[src/rtl/bssc_pkg.sv]
package bssc_pkg;

    localparam int LEVEL_W = 6;
    localparam int LV_W = LEVEL_W + 1;
    localparam int LEN_W = 11;
    localparam int CNT_W = 30;
    localparam int ROW_AW = LEVEL_W + 1;
    localparam int SUM_AW = 10;
    localparam int MAX_LEVELS = 64;
    localparam int SUM_DEPTH = 1024;
    localparam int ROW_DEPTH = 2 * MAX_LEVELS;

    localparam logic [LEN_W-1:0] MAX_LENGTH = 11'd1024;
    localparam logic [CNT_W:0] COUNT_MOD = 31'd1000000000;

    localparam logic REG_MAX_HEIGHT = 1'b0;
    localparam logic [LEVEL_W-1:0] MAX_HEIGHT_RST = 6'd1;

    typedef struct packed {
        logic restart;
        logic load_len;
        logic sweep_start;
        logic row_commit;
        logic sum_read;
        logic out_load;
    } t_dp_cmd;

    typedef struct packed {
        logic need_ext;
        logic sweep_done;
        logic out_free;
    } t_dp_sts;

    function automatic logic [CNT_W-1:0] mod_add(input logic [CNT_W-1:0] a,
                                                 input logic [CNT_W-1:0] b);
        logic [CNT_W:0] s;
        s = {1'b0, a} + {1'b0, b};
        if (s >= COUNT_MOD) begin
            s = s - COUNT_MOD;
        end
        return s[CNT_W-1:0];
    endfunction

endpackage

[src/rtl/bssc_ctrl.sv]
module bssc_ctrl (
    input  logic              i_clk,
    input  logic              i_rst_n,
    input  logic              i_in_valid,
    output logic              o_in_stall,
    input  logic              i_cfg_wr,
    input  bssc_pkg::t_dp_sts i_sts,
    output bssc_pkg::t_dp_cmd o_cmd
);
    import bssc_pkg::*;

    typedef enum logic [3:0] {
        S_IDLE  = 4'b0001,
        S_CHECK = 4'b0010,
        S_SWEEP = 4'b0100,
        S_OUT   = 4'b1000
    } t_state;

    t_state r_state;
    t_state n_state;

    always_ff @(posedge i_clk) begin
        if (!i_rst_n) begin
            r_state <= S_IDLE;
        end else begin
            r_state <= n_state;
        end
    end

    always_comb begin
        n_state = r_state;
        o_cmd = '0;
        o_cmd.restart = i_cfg_wr;
        unique case (r_state)
            S_IDLE: begin
                if (i_in_valid) begin
                    o_cmd.load_len = 1'b1;
                    n_state = S_CHECK;
                end
            end
            S_CHECK: begin
                if (i_sts.need_ext) begin
                    o_cmd.sweep_start = 1'b1;
                    n_state = S_SWEEP;
                end else begin
                    o_cmd.sum_read = 1'b1;
                    n_state = S_OUT;
                end
            end
            S_SWEEP: begin
                if (i_sts.sweep_done) begin
                    o_cmd.row_commit = 1'b1;
                    n_state = S_CHECK;
                end
            end
            S_OUT: begin
                if (i_sts.out_free) begin
                    o_cmd.out_load = 1'b1;
                    n_state = S_IDLE;
                end
            end
            default: n_state = S_IDLE;
        endcase
    end

    assign o_in_stall = (r_state != S_IDLE);

endmodule

[config.mk]
export PLATFORM = sky130hd
export DESIGN_NAME = bssc_ctrl
export DESIGN_NICKNAME = d
export VERILOG_FILES = /design/src/rtl/bssc_pkg.sv /design/src/rtl/bssc_ctrl.sv
export SDC_FILE = /design/constraint.sdc
export NUM_CORES = 1
export LEC_CHECK = 0
export ABC_AREA = 1
export ABC_CLOCK_PERIOD_IN_PS = 1700
export BUFFER_PORTS_ARGS = -buffer_cell sky130_fd_sc_hd__clkbuf_2
export CORE_AREA = 4 4 41 43
export CTS_CLUSTER_DIAMETER = 60
export DETAILED_ROUTE_END_ITERATION = 16
export DIE_AREA = 0 0 45 47
export PLACE_DENSITY = 0.49
export SKIP_CTS_REPAIR_TIMING = 1
export SLEW_MARGIN = 20
export SYNTH_ARGS = -nofsm -noshare
export SYNTH_HDL_FRONTEND = slang
export SYNTH_SLANG_ARGS = --single-unit
[constraint.sdc]
create_clock -name i_clk -period 1.7 [get_ports i_clk]
set_input_delay 0.34 -clock i_clk [delete_from_list [all_inputs] [get_ports i_clk]]
set_output_delay 0.34 -clock i_clk [all_outputs]
set_load 0.02 [all_outputs]
==> results.toml <==
[worst_setup_path]
rr_endpoint = "r_state[3]$_SDFFE_PN0P_"
critPathTopFamily = "simple AND/OR/NAND/NOR gates"
rr_startpoint = "r_state[2]$_SDFFE_PN0P_"
crit_required_ns = 1.36
worst-path-buf-inv = 2
cpMaxStageDelayCell = "dfxtp_1"
path_cells = "nor2_2 > nand3_2 > or2_1 > inv_1 > buf_4"
path_max_fanout = 3
critPathMaxStageDelay_ns = 0.32
reg2reg_slack_ns = 0.68
startpoint_type = "flop"
critical_path_class = "reg -> out"
startpoint = "r_state[2]$_SDFFE_PN0P_"
worst_r2r_path_depth = 4
cp_data_arrival_time_ns = 1.27
end_kind = "output port"

[sta]
slew_viol_final = 0
finalSetupTns_ns = 0
rsz0062_at_grt = "no"
fin_crit_ns = 1.611
finalSetupViolations = 0
fin_skew_ns = 0.0006360
hold_violations = 0
fin_ws_ns = 0.08857
worst_pin_slew_ns = 0.2382
clock.fmax_mhz = 620.6
finalCritPeriodShare = 0.9479
maxSlewHeadroom = 0.8406

[hold_path]
hold_path_end = "r_state[0]$_SDFFE_PN1P_"
min_path_cells = 3
min_from = "i_rst_n"
hold_path_class = "in -> reg"

[placed_design]
place_congestion = 0.7000
post-place-ws_ns = 0.3200
io_buffer_count = 11
hpwlAfterDp_um = 498.9
place_inst = 66

[clocking]
cts.sinks = 4
h-tree-depth = 1
cts_root_buf = "clkbuf_4"
path_clk_slew_ns = 0.03
clk_latency_ns = 0.23
ctsLongestPathBuffers = 2
cts_tree = "yes"
cts-buffers-inserted = 3

[synth]
synth_area_leaders = "dfxtp_1, inv_1, nor2_1"
syn-cell-area_sq_um = 252.7
syn_nets = 48
syn-mean-instance-area_sq_um = 6.164
ys_ff_latch = 4
yosysTopAreaCell = "dfxtp_1"
synthCells = 41
netlist.area_leader.share = 0.3168
synth_cell_types = 13
ys_seq_area_frac = 0.3168
yosys_warnings = 0

[routing]
drt_first_pass_iters = 4
postRouteAntennaNets = 0
drc_errors = 0
wl_met3_um = 67
wl_per_cell_um = 8.290
viasPerCell = 3.928
wl_met2_um = 219
drt-total-wl_um = 572
highest_layer = "met3"
drtIter0Drc = 13
via_count = 271
wl_met1_um = 284

[floorplan]
core_area_sq_um = 1301
dieArea_sq_um = 2115
row_count = 13
start_util = 0.1942
die_w_um = 45
die_y_um = 47
num_io_pins = 14

[pwr]
p_sw_mw = 0.1216
sw_frac_of_total = 0.3485
powerDensity_nw_per_um2 = 1014
clkPwrFrac = 0.323
power.internal_mw = 0.2273
pwr-share-seq = 0.333
p_leak_nw = 0.2109
total_power_mw = 0.3488
ir_drop_mv = 0.2637
p_comb_frac = 0.344

[cells_and_area]
nets = 63
largest_register_ff_count = 4
fin_cells = 69
final_cell_mix = "inv_1, clkbuf_2, nor2_1"
regMostFlops = "r_state"
area_growth_syn_to_layout_pct = 36.14
layout-drive-gt1-share = 0.3148
diodes = 0
reg_top3 = "r_state x4"

[outcome]
status = "complete, no violations"

[global_routing]
antenna_found_initial = 0
grt_max_degree = 5
grt_pass1_vias = 247
grt_pass1_wl_um = 952
grtUsageTotal = 0.06788
grt.overflow.total = 0

[flow_run]
cap_violations = 0
==> cells in the mapped netlist (all sizes together) <==
cell type / n
a21oi: 2
buf: 1
dfxtp: 4
inv: 10
nand2: 6
nand3: 6
nand4: 1
nor2: 9
o21bai: 1
or2: 1
==> worst register-to-register path, cell delays in order, from the launching register on <==
cell and delay, ns:
dfxtp_1 0.32, nor2_2 0.17, nand3_2 0.11, or2_1 0.25
a21oi_2 0.11
==> per-stage QoR <==
stage | hold WS [ns] | util | cell area [sq um]
finish | 0.3730 | 0.2644 | 344.1
global route | 0.3918 | 0.2644 | 344.1
CTS | 0.3652 | 0.2625 | 341.6
detailed placement | 0.6107 | 0.2452 | 319.1
global placement | 0.6092 | 0.2452 | 319.1
floorplan | 0.4955 | - | 252.7
==> metal layers <==
layer / GRT usage / up-vias
li1: - / 149
met1: 0.08390 / 109
met2: 0.07910 / 13
met3: 0.02299 / 0
met4: 0.08772 / 0
met5: 0 / -
==> power by group through the flow <==
| stage | logic [mW] | clock network (mW) | registers, mW |
|---|---|---|---|
| 2_1_floorplan | 0.0898 | 0 | 0.116 |
| 3_3_place_gp | 0.120 | 0 | 0.117 |
| 3_5_place_dp | 0.120 | 0 | 0.117 |
| 4_1_cts | 0.121 | 0.122 | 0.116 |
| 5_1_grt | 0.135 | 0.124 | 0.118 |
| 6_report | 0.120 | 0.113 | 0.116 |
==> kinds of logic (layout without fill, tap and decap cells) <==
family                 after synthesis  in the layout  synth area share
flip-flops                           4              4            0.3168
AO/OA/AOI/OAI                        3              3           0.08416
buffers and inverters               11             24            0.1782
AND/OR/NAND/NOR                     23             23            0.4208
==> layout make-up <==
type                       instances  area [sq um]
fill                             164         957.2
multi-input combinational         26         127.6
sequential                         4         80.08
timing repair buffer              11         57.56
inverter                          10         37.54
clock buffer                       3         22.52
tap                               15         18.77
==> worst max-delay path by stage <==
stage,endpoint,slack [ns],cells after the start
after CTS,o_cmd[1],0.06,5
after global placement,o_cmd[1],0.32,5
after global routing,o_cmd[1],0.02,5
final,o_cmd[1],0.09,5
after detailed placement,o_cmd[1],0.32,5
after floorplan,o_cmd[4],0.37,4
(Power assumes the default switching activity.)
